--- config.mk ---
export PLATFORM = sky130hd
export DESIGN_NAME = xbc_stage
export DESIGN_NICKNAME = d
export VERILOG_FILES = /design/src/hdl/assert_macros.svh /design/src/hdl/xbc_pkg.sv /design/src/hdl/xbc_stage.sv
export SDC_FILE = /design/constraint.sdc
export NUM_CORES = 1
export LEC_CHECK = 0
export BUFFER_PORTS_ARGS = -buffer_cell sky130_fd_sc_hd__buf_2
export CORE_ASPECT_RATIO = 1.4
export CORE_UTILIZATION = 30
export DETAILED_ROUTE_END_ITERATION = 8
export PLACE_DENSITY = 0.62
export SYNTH_ARGS = -nofsm -noshare
export SYNTH_HDL_FRONTEND = slang
export SYNTH_SLANG_ARGS = --single-unit
--- constraint.sdc ---
create_clock -name clk -period 2.4 [get_ports clk]
set_input_delay 0.12 -clock clk [delete_from_list [all_inputs] [get_ports clk]]
set_output_delay 0.12 -clock clk [all_outputs]
set_load 0.005 [all_outputs]
--- src/hdl/assert_macros.svh ---
// ----------------------------------------------------------------------------
// Assertion macros
// Concurrent assertion helpers, compiled away when SYNTHESIS is defined.
// ----------------------------------------------------------------------------
`ifndef ASSERT_MACROS_SVH
`define ASSERT_MACROS_SVH
`ifndef SYNTHESIS
// property holds on every edge out of reset
`define XBC_ASSERT(lbl, ck, rstn, prop, msg) \
	lbl: assert property (@(posedge ck) disable iff (!rstn) (prop)) else $error(msg);
// pre on one edge implies post on the next
`define XBC_ASSERT_NEXT(lbl, ck, rstn, pre, post, msg) \
	lbl: assert property (@(posedge ck) disable iff (!rstn) (pre) |=> (post)) else $error(msg);
`else
`define XBC_ASSERT(lbl, ck, rstn, prop, msg)
`define XBC_ASSERT_NEXT(lbl, ck, rstn, pre, post, msg)
`endif
`endif

--- src/hdl/xbc_pkg.sv ---
// ----------------------------------------------------------------------------
// XTEA package
// Shared types and constants of the XTEA block cipher core.
// ----------------------------------------------------------------------------
package xbc_pkg;

	typedef logic [31:0]      word_t;
	typedef logic [3:0][31:0] key_t;
	typedef logic [1:0]       cfg_idx_t;

	// command codes
	localparam logic CMD_ENC = 1'b0;
	localparam logic CMD_DEC = 1'b1;

	// configuration register indexes
	localparam cfg_idx_t KEY_IDX_0 = 2'd0;
	localparam cfg_idx_t KEY_IDX_1 = 2'd1;
	localparam cfg_idx_t KEY_IDX_2 = 2'd2;
	localparam cfg_idx_t KEY_IDX_3 = 2'd3;

	// golden ratio step; adding it equals subtracting 0x61C88647
	localparam word_t DELTA = 32'h9E37_79B9;

	// one block in flight
	typedef struct packed {
		logic  cmd;
		word_t v0;
		word_t v1;
	} blk_t;

endpackage

--- src/hdl/xbc_stage.sv ---
// ----------------------------------------------------------------------------
// XTEA half-round stage
// One Feistel half-round, encrypt or decrypt, with its own valid register.
// ----------------------------------------------------------------------------
module xbc_stage
	import xbc_pkg::*;
#(
	parameter int ROUNDS = 32,
	parameter int STAGE  = 0
) (
	input  logic  clk,
	input  logic  arst_n,
	input  key_t  key,
	input  logic  in_vld,
	input  blk_t  in_data,
	output logic  in_rdy,
	output logic  out_vld,
	output blk_t  out_data,
	input  logic  out_rdy
);

	// sum seen by this half-round, fixed at elaboration
	localparam int          RND_IDX = (STAGE + 1) / 2;
	localparam logic        ODD     = 1'((STAGE % 2) != 0);
	localparam logic [63:0] ENC_P   = 64'(RND_IDX) * 64'(DELTA);
	localparam logic [63:0] DEC_P   = 64'(ROUNDS - RND_IDX) * 64'(DELTA);
	localparam word_t       ENC_SUM = ENC_P[31:0];
	localparam word_t       DEC_SUM = DEC_P[31:0];
	// encrypt takes sum[1:0] on even stages, decrypt on odd ones
	localparam logic [1:0]  ENC_KI  = ODD ? ENC_SUM[12:11] : ENC_SUM[1:0];
	localparam logic [1:0]  DEC_KI  = ODD ? DEC_SUM[1:0] : DEC_SUM[12:11];

	logic  vld_s1;
	blk_t  data_s1;
	logic  tgt_v0;
	word_t src, tgt, mix, sk, f, upd;
	blk_t  nxt;

	always_comb begin
		// even encrypt and odd decrypt update v0
		tgt_v0 = (in_data.cmd == ODD);
		src    = tgt_v0 ? in_data.v1 : in_data.v0;
		tgt    = tgt_v0 ? in_data.v0 : in_data.v1;
		mix    = ((src << 4) ^ (src >> 5)) + src;
		sk     = (in_data.cmd == CMD_DEC) ? (DEC_SUM + key[DEC_KI])
		                                  : (ENC_SUM + key[ENC_KI]);
		f      = mix ^ sk;
		upd    = (in_data.cmd == CMD_DEC) ? (tgt - f) : (tgt + f);
		nxt    = in_data;
		if (tgt_v0) begin
			nxt.v0 = upd;
		end else begin
			nxt.v1 = upd;
		end
	end

	assign in_rdy   = !vld_s1 || out_rdy;
	assign out_vld  = vld_s1;
	assign out_data = data_s1;

	always_ff @(posedge clk or negedge arst_n) begin
		if (!arst_n) begin
			vld_s1 <= 1'b0;
		end else if (in_rdy) begin
			vld_s1 <= in_vld;
		end
	end

	always_ff @(posedge clk) begin
		if (in_vld && in_rdy) begin
			data_s1 <= nxt;
		end
	end

endmodule

==> impl_metrics.yaml <==
critical_path:
  crit_type: "in2reg"
  startpoint_type: "input port"
  rr_startpoint: "out_vld$_DFFE_PN0N_"
  reg2regPathDepth: 3
  cp_slowest_cell: "o41a_1"
  rrSetupSlack_ns: 1.03
  reg2reg_to: "out_data[60]$_DFFE_PP_"
  cp.arrival_ns: 5.53
  cp-end-kind: "flip-flop"
  path_max_fanout: 8
  cpPeakStageDelay_ns: 0.48
  cp.required_ns: 2.49
  path_common_cell: "a21oi_2"
min_path:
  hold_class: "in2reg"
  min_to: "out_data[59]$_DFFE_PP_"
  min-delay-start: "in_data[59]"
  hold_depth: 3
sta:
  rsz0062_at_grt: "true"
  setup_viol: 60
  setup_ws_ns: -3.043
  finalHoldWorstSlack_ns: 0.09276
  worst_slew_pin_slew_ns: 0.5054
  final.period_utilization_pct: 226.8
  finalSetupTns_ns: -121.67
  finalHoldViolCount: 0
  fmaxAchievable_ghz: 0.1837
  fin_skew_ns: 0.007138
  period_needed_ns: 5.443
  relSlewSlack_pct: 65.88
  slew_viol_final: 0
grt:
  antenna_found_initial: 1
  grt_start_max_net_pins: 66
  grt_usage_pct: 21.02
  grt_pass1_vias: 9853
  grt_overflow: 0
  grt_pass1_wl_um: 47520
placed_design:
  placed_cell_area_um2: 12460
  port_buffers: 199
  gp_congestion: 0.9038
  placed_cells: 1872
  post-dp-hpwl_um: 23940
finish:
  synthToLayoutAreaGrowth_pct: 76.04
  nets: 1850
  design_area_um2: 14880
  finalNonFillerCells: 1960
  layout-drive-gt1-share_pct: 56.89
die:
  rows: 72
  die_area_um2: 28860
  die_w_um: 143.9
  die_y_um: 200.6
  core_area_um2: 27660
  start_util_pct: 30.56
  pin_count: 264
detailed_routing:
  drt_iter0_markers: 384
  dr_total_vias: 9666
  avgViaCountPerCell: 4.932
  wl_per_cell_um: 16.27
  drt-pass1-iter-count: 5
  wl_um: 31880
  post-route-drc-count: 0
  ant_nets: 0
run:
  maxCapViolCount: 0
power:
  ir_worst_vdd_uv: 574.9
  power_per_cell_area_nw_per_um2: 1018
  p_leak_uw: 0.006771
clocking:
  clk_root_buffer_cell: "clkbuf_16"
  clock_latency_ns: 0.34
  cts_made_buffers: 9
  htreeDepth: 3
  cts_tree: "done"
  clock-sinks: 66
  clock_path_buffers: 2
  clkTransAtPathRegs_ns: 0.06
yosys:
  yosys_warnings: 0
  syn_area_um2: 8453
  ys.flop_type: "edfxtp_1"
  synth_nets: 1276
  synth_edf_count: 65
  netlist-cell-type-count: 78
  syn_inst: 1012
  ys_ff_latch: 66
  synth-seq-area-share_pct: 23.39
  synth_area_per_cell_um2: 8.353
  synth_async_sr_flop_share_pct: 1.515
status:
  violations: "setup timing"
  outcome: "finished, violations left"
## what timing repair did
action,4_1_cts,5_1_grt
endpoints found under the setup margin,62,62
cloned,1,0
hold buffers,2,0
gates resized for setup,219,113
pin swaps,140,112
setup buffers,75,32
hold endpoints to repair,2,0
## kinds of logic after synthesis
kind of cell	after synthesis	synth area share, %
buf+inv	68	3.567
fa+ha+maj	67	10.09
compound gates	300	21.83
xor+xnor	165	18.13
mux	51	6.661
simple gates	295	16.33
flops	66	23.39
## cell usage after synthesis (9+ instances only)
cell        n  area share [%]
nand4_1     9            0.67
inv_1      32             1.4
nor2_1     72             3.2
a21oi_1    87             5.2
o21ai_0    90             5.3
nor3_1     17             1.0
clkbuf_1   19            0.84
xnor2_1   103              11
nand2b_1   12            0.89
mux2_2     32             4.3
nor2b_1    18             1.3
edfxtp_1   65              23
o21bai_1   19             1.7
ha_1       65             9.6
a31oi_1    16             1.2
nand3_1    14            0.83
nand2_1   116             5.2
mux2i_1    18             2.1
a21o_1     30             2.7
and3_1      9            0.67
xor2_1     55             5.7
## metal layers
| layer | global-route usage (%) | vias to the layer above | wire length (µm) |
|---|---|---|---|
| met5 | 0 | - | 0 |
| met4 | 9.574 | 0 | 1268 |
| met3 | 1.622 | 75 | 1073 |
| met2 | 38.82 | 242 | 16810 |
| met1 | 24.05 | 4553 | 12730 |
| li1 | - | 4796 | - |
## sequential cells by signal (all words and copies together), names as in the netlist
| register | flops |
|---|---|
| out_data | 65 |
| out_vld | 1 |
## layout make-up
class                   count  area, µm²
inverters                  33      126.4
clock inverters             5      47.55
fillers                  2363      12780
diodes                      1      2.502
repair buffers            598       4257
clock buffers               9      225.2
flip-flops and latches     66       1977
multi-input cells         878       7782
well taps                 370      462.9
## where the power goes
group,internal (µW),total [µW],switching (µW),leakage (µW)
combinational,6280,12100,5820,0.00600
sequential,1730,1800,62.6,0.000635
clock,779,1240,465,0.000136
## layout by cell type (no fill, tap or decap), types with 10 or more instances in the layout
cell type    n
buf_4      350
buf_2      197
nand2_1     89
xnor2_1     70
edfxtp_1    65
nor2_1      57
a21oi_1     49
o21ai_1     47
ha_1        45
xor2_1      42
buf_6       40
a21oi_2     33
a21o_1      30
mux2_2      30
inv_1       29
xnor2_2     28
o21ai_2     25
nand2_2     18
o21ai_0     18
o21bai_1    18
mux2i_1     17
ha_4        16
xor2_2      14
a31oi_1     12
nor2b_1     11
nor2_2      10
nand3_1     10
## critical path: cells and delay by family
family,cells,cell delay [ns]
AND/OR/NAND/NOR,6,0.93
buffers and inverters,4,0.64
adder cells (fa/ha/maj),3,0.88
AO/OA/AOI/OAI,12,2.40
XOR/XNOR,3,0.56
## how the worst max path moves through the flow
stage	end	startpoint	cells past startpoint	slack, ns
detailed placement	out_data[63]$_DFFE_PP_	in_data[64]	26	-3.42
floorplan	out_data[63]$_DFFE_PP_	in_data[64]	33	-3.75
finish	out_data[30]$_DFFE_PP_	in_data[64]	28	-3.04
global route	out_data[63]$_DFFE_PP_	in_data[64]	30	-3.24
CTS	out_data[63]$_DFFE_PP_	in_data[64]	27	-2.81
global placement	out_data[63]$_DFFE_PP_	in_data[64]	26	-3.34
## stage by stage
step / utilization (%) / setup WS, ns / power [µW]
after floorplan: - / -3.748 / 6711
after global placement: 45.04 / -3.336 / 10330
after detailed placement: 45.04 / -3.425 / 10470
after CTS: 51.62 / -2.813 / 13750
after global routing: 53.80 / -3.245 / 16060
final: 53.80 / -3.043 / 15150
No activity file was read; power rests on OpenSTA's default activity.
